`src/htfl_pkg.sv`:
```
package htfl_pkg;

    // default table depth
    localparam int unsigned ENTRIES_DEFAULT = 4096;

    localparam int unsigned MODE_W    = 2;
    localparam int unsigned HANDLE_W  = 16;
    localparam int unsigned PAYLOAD_W = 64;
    localparam int unsigned STATUS_W  = 3;
    localparam int unsigned NEWH_W    = 12;

    typedef enum logic [MODE_W-1:0] {
        MODE_FIND  = 2'd0,
        MODE_ALLOC = 2'd1,
        MODE_FREE  = 2'd2
    } t_mode;

    typedef enum logic [STATUS_W-1:0] {
        ST_OK        = 3'd0,
        ST_DOWN      = 3'd1,
        ST_BADHANDLE = 3'd2,
        ST_NOTUSED   = 3'd3,
        ST_EXHAUSTED = 3'd4
    } t_status;

    typedef enum logic [1:0] {
        S_IDLE = 2'b01,
        S_EXEC = 2'b10
    } t_state;

    // controller to datapath
    typedef struct packed {
        logic accept;   // latch transaction, issue table read
        logic exec;     // table data ready, update state and load result
    } t_cmd;

endpackage

```
`src/htfl_ctrl.sv`:
```
module htfl_ctrl (
    input  logic               i_clk,
    input  logic               i_rst_n,
    input  logic               i_valid,
    output logic               o_stall,
    output logic               o_valid,
    input  logic               i_stall,
    output htfl_pkg::t_cmd     o_cmd
);

    htfl_pkg::t_state r_state, n_state;
    logic             r_out_valid, n_out_valid;

    always_comb begin
        o_cmd.accept = (r_state == htfl_pkg::S_IDLE) && i_valid;
        o_cmd.exec   = (r_state == htfl_pkg::S_EXEC) && (!r_out_valid || !i_stall);
    end

    always_comb begin
        n_state = r_state;
        case (r_state)
            htfl_pkg::S_IDLE: begin
                if (o_cmd.accept) begin
                    n_state = htfl_pkg::S_EXEC;
                end
            end
            htfl_pkg::S_EXEC: begin
                if (o_cmd.exec) begin
                    n_state = htfl_pkg::S_IDLE;
                end
            end
            default: begin
                n_state = htfl_pkg::S_IDLE;
            end
        endcase
    end

    always_comb begin
        n_out_valid = r_out_valid;
        if (o_cmd.exec) begin
            n_out_valid = 1'b1;
        end else if (!i_stall) begin
            n_out_valid = 1'b0;
        end
    end

    always_ff @(posedge i_clk) begin
        if (!i_rst_n) begin
            r_state     <= htfl_pkg::S_IDLE;
            r_out_valid <= 1'b0;
        end else begin
            r_state     <= n_state;
            r_out_valid <= n_out_valid;
        end
    end

    assign o_stall = (r_state != htfl_pkg::S_IDLE);
    assign o_valid = r_out_valid;

endmodule

```
`config.mk`:
```
export PLATFORM = sky130hd
export DESIGN_NAME = htfl_ctrl
export DESIGN_NICKNAME = d
export VERILOG_FILES = /design/src/htfl_pkg.sv /design/src/htfl_ctrl.sv
export SDC_FILE = /design/constraint.sdc
export NUM_CORES = 1
export LEC_CHECK = 0
export BUFFER_PORTS_ARGS = -buffer_cell sky130_fd_sc_hd__buf_2
export CAP_MARGIN = 20
export CORE_AREA = 2 2 39 41
export CTS_BUF_LIST = sky130_fd_sc_hd__clkbuf_4 sky130_fd_sc_hd__clkbuf_8 sky130_fd_sc_hd__clkbuf_16
export DETAILED_ROUTE_END_ITERATION = 7
export DIE_AREA = 0 0 41 43
export HOLD_SLACK_MARGIN = 0.1
export SETUP_SLACK_MARGIN = 0.15
export SLEW_MARGIN = 20
export SYNTH_ARGS = -nofsm -noshare
export SYNTH_HDL_FRONTEND = slang
export SYNTH_SLANG_ARGS = --single-unit
```
`constraint.sdc`:
```
create_clock -name i_clk -period 1.4 [get_ports i_clk]
set_input_delay 0.14 -clock i_clk [delete_from_list [all_inputs] [get_ports i_clk]]
set_output_delay 0.14 -clock i_clk [all_outputs]
set_load 0.02 [all_outputs]
```
**Word level (Yosys, flattened, before mapping)**

Index checks and enable logic that the tools add are counted.

- Add/subtract/negate cells: 0
- Multipliers: 0
- Div/mod/pow operators: 0
- Magnitude comparators: 0
- Eq/ne operators: 6
- Shift operators: 0
- Muxes and demuxes: 5
- Bitwise operators: 0
- Reductions and logical operators: 6

Operators by type and width:

| cell | count |
|---|---|
| 2-bit 2-to-1 mux | 2 |
| 2-bit by 1-bit != test with 1-bit output (second input constant) | 2 |
| 2-bit != test (second input constant) | 2 |
| 2-bit one-hot mux with 2 select lines | 1 |
| 2-bit by 1-bit equality test with 1-bit output (second input constant) | 1 |
| 2-bit equality test (second input constant) | 1 |
| 1-bit logical AND | 2 |
| 1-bit logical NOT | 2 |
| 1-bit 2-to-1 mux | 2 |
| 2-bit AND reduction | 1 |
| 1-bit logical OR | 1 |

- Register bits: 3
- Latch bits: 0
- Memory bits (writable): 0
- ROM bits: 0
- Input port bits: 4
- Memories kept: 0

**Depth between registers and ports, before layout**

- Depth in word-level cells: 5
- Mapped depth: 3
- Gate-level depth less buffers: 2

**Worst setup path before layout**

No wires, ideal clock.

- Kind: register to register
- Start: reg r_state[1]
- End: reg r_state[1]
- Setup time: 0.115 ns
- Arrival: 0.779 ns
- Slack: 0.506 ns
- Stages on the path, launching flop included: 3
- Period minus slack after synthesis: 0.894 ns
- Cells stage by stage: dfxtp_1 -> and3b_1 -> o21a_1

RTL lines:

| what | RTL line | RTL |
|---|---|---|
| from (decl) | htfl_ctrl.sv:11 | `htfl_pkg::t_state r_state, n_state;` |
| from (signal assigned) | htfl_ctrl.sv:49 | `r_state <= htfl_pkg::S_IDLE;` |
| from (signal assigned) | htfl_ctrl.sv:52 | `r_state <= n_state;` |

==> impl_metrics.py <==
metrics = {
    "layout": {
        "layout-drive-gt1-share": 0.4783,
        "final_util": 0.1483,
        "layout.cells.non_filler": 39,
        "multiInputGateArea_um2": 60.06,
        "layout.nets": 28,
        "fillers": 157,
        "syn_to_final_growth_pct": 60.78,
        "final-seq-area_um2": 60.06,
        "antennaDiodeCount": 0,
    },
    "logic_synthesis": {
        "syn_avg_cell_area_um2": 9.817,
        "synth_flop_cell": "dfxtp_1",
        "synth.most_common_cell": "dfxtp_1",
        "synth_edf_count": 0,
        "synthCells": 13,
        "synthArstFlopShare": 0,
        "netlist_top_cells_area": "dfxtp_1, nand2b_1, and4b_1",
        "synth_cell_types": 10,
        "synth_fp_nets": 17,
        "ys_warn_count": 0,
        "synth_top_area_share": 0.4706,
        "syn_area_um2": 127.6,
        "yosysSeqAreaShare": 0.4706,
        "synthTopCellsByCount": "dfxtp_1, nand2b_1",
        "netlist.top_cell.by_area": "dfxtp_1",
        "synth-seq-cells": 3,
    },
    "clock_network": {
        "clock_latency_ps": 230,
        "postCtsHoldBufs": 0,
        "clockRootBuffer": "clkbuf_4",
        "cts_tree": "done",
        "clock_sinks": 3,
        "htreeDepth": 1,
        "cts.repair.resized": 0,
        "clkTransAtPathRegs_ps": 40,
        "numCtsBuffers": 3,
        "cts_buffer_depth": 2,
        "cts_setup_buffers": 0,
    },
    "worst_setup_path": {
        "crit_chain": "nand2b_1, a21oi_1, buf_2",
        "crit_path_max_incr_delay_ps": 310,
        "worstSetupPathType": "flip-flop to primary output",
        "critPathCaptureType": "primary output",
        "regToRegEndpoint": "r_state[1]",
        "crit_slowest_cell": "dfxtp_1",
        "ff2ff_setup_slack_ps": 560,
        "path_buf_inv": 1,
        "cp_top_family": "flip-flops",
        "arrival_ps": 970,
        "critPathMaxFanout": 4,
        "rr_worst_depth": 2,
        "crit_path_start_kind": "flip-flop",
        "r2r-start": "r_state[1]",
        "required_ps": 1260,
    },
    "pwr": {
        "seqPwrFrac": 0.320,
        "swShare": 0.2118,
        "switching_power_mw": 0.06163,
        "combPwrFrac": 0.101,
        "p_clk_frac": 0.579,
        "ir_drop_v": 0.0002027,
        "p_leak_nw": 0.1009,
        "power.internal_mw": 0.2294,
        "p_per_area_nw_per_um2": 1418,
    },
    "grt": {
        "grtUsageMet3": 0.04712,
        "grt_overflow": 0,
        "grt_pass1_vias": 115,
        "grt_usage": 0.04309,
        "grt_max_degree": 5,
        "met2_usage": 0.04688,
        "grt_util_met1": 0.02236,
        "grt.busiest_layer": "met4",
        "antenna_found_initial": 0,
        "grt_pass1_wl_um": 386,
    },
    "placed_design": {
        "io_buffer_count": 7,
        "placedCellCount": 35,
        "gp_congestion": 0.4251,
    },
    "floorplanning": {
        "rows": 14,
        "boundaryPins": 8,
        "initial_utilization": 0.09222,
        "die_height_um": 43,
        "die_x_um": 41,
        "core_area_um2": 1384,
        "die_area_um2": 1763,
    },
    "sta": {
        "tns_ps": 0,
        "setup_violations": 0,
        "hold_violations": 0,
        "fmax_ghz": 0.9003,
        "rsz0062_at_grt": "false",
        "worstMarginPinSlew_ps": 130.5,
        "relSlewSlack": 0.9122,
        "min_period_over_period": 0.7934,
        "maxSlewViolCount": 0,
        "fin_worst_skew_ps": 0.7481,
        "min_period_ps": 1111,
    },
    "min_path": {
        "worstHoldStart": "i_rst_n",
        "worst_hold_path.endpoint": "r_state[0]",
        "hold_depth": 2,
        "hold_class": "primary input to flip-flop",
    },
    "detailed_routing": {
        "drc": 0,
        "vias": 121,
        "wire_per_inst_um": 6.667,
        "ant_nets": 0,
        "routed_wl_um": 260,
        "drtPass1Iterations": 1,
        "via_per_inst": 3.103,
        "drtIter0Drc": 0,
    },
    "run": {
        "max_cap_viol_count": 0,
    },
    "outcome": {
        "status": "completed",
    },
}
layout by cell type (no fill, tap or decap):
| cell type | netlist | final |
|---|---|---|
| and3b_1 | 1 | 1 |
| nand2_1 | 1 | 1 |
| a21oi_1 | 1 | 1 |
| o21ai_1 | 1 | 1 |
| clkbuf_4 | 0 | 4 |
| dfxtp_1 | 3 | 3 |
| and4b_1 | 1 | 1 |
| o21a_1 | 1 | 1 |
| a21boi_0 | 1 | 1 |
| nand2b_1 | 2 | 2 |
| buf_2 | 0 | 7 |
metrics by stage:
step                worst slack (ps)  instance area, um2  total power [mW]  hold WS (ps)
finish                         289.3               205.2            0.2910         120.7
CTS                            271.0               205.2            0.3005         114.7
detailed placement             526.3               175.2            0.1243         359.9
global route                   224.4               205.2            0.3103         117.8
global placement               532.1               175.2            0.1239         350.3
floorplan                      506.4               127.6            0.1123         220.0
layout make-up:
class	count	area share
Sequential cell	3	0.2927
Multi-Input combinational cell	9	0.2927
Timing Repair Buffer	7	0.1707
Clock buffer	4	0.1463
Tap cell	16	0.09756
sequential cells by signal, summed over array words and instances, names as in the netlist:
| signal | cells |
|---|---|
| o_valid | 1 |
| r_state | 2 |
worst register-to-register path, cell delays in order (launching register included):
cell and delay (ps):
dfxtp_1 340, and3b_1 210, o21a_1 180
per-layer routing:
layer	share of wire	up-vias
met5	0	-
met3	0.18	0
met2	0.44	6
met4	0	0
li1	-	64
met1	0.38	51
how the worst max path moves through the flow:
stage	startpoint	endpoint	slack, ps	cells past startpoint
final	r_state[0]	o_cmd[0]	290	3
after global routing	r_state[0]	o_cmd[0]	220	3
after CTS	r_state[0]	o_cmd[0]	270	3
after detailed placement	r_state[0]	o_cmd[0]	530	3
after global placement	r_state[1]	o_cmd[1]	530	2
after floorplan	r_state[1]	r_state[1]	510	2
logic make-up (layout without fill, tap and decap cells):
family,Yosys count,in the layout,synth area share
AOI/OAI and AO/OA,4,4,0.1960
buffers and inverters,1,11,0.05885
and+or+nand+nor,5,5,0.2745
DFF,3,3,0.4706
power groups by stage:
stage	clock network (mW)	registers, mW	logic (mW)
global route	0.184	0.0936	0.0330
detailed placement	0	0.0944	0.0298
floorplan	0	0.0944	0.0179
finish	0.169	0.0931	0.0294
global placement	0	0.0943	0.0296
CTS	0.177	0.0931	0.0299
Power figures use the tool's default switching activity.
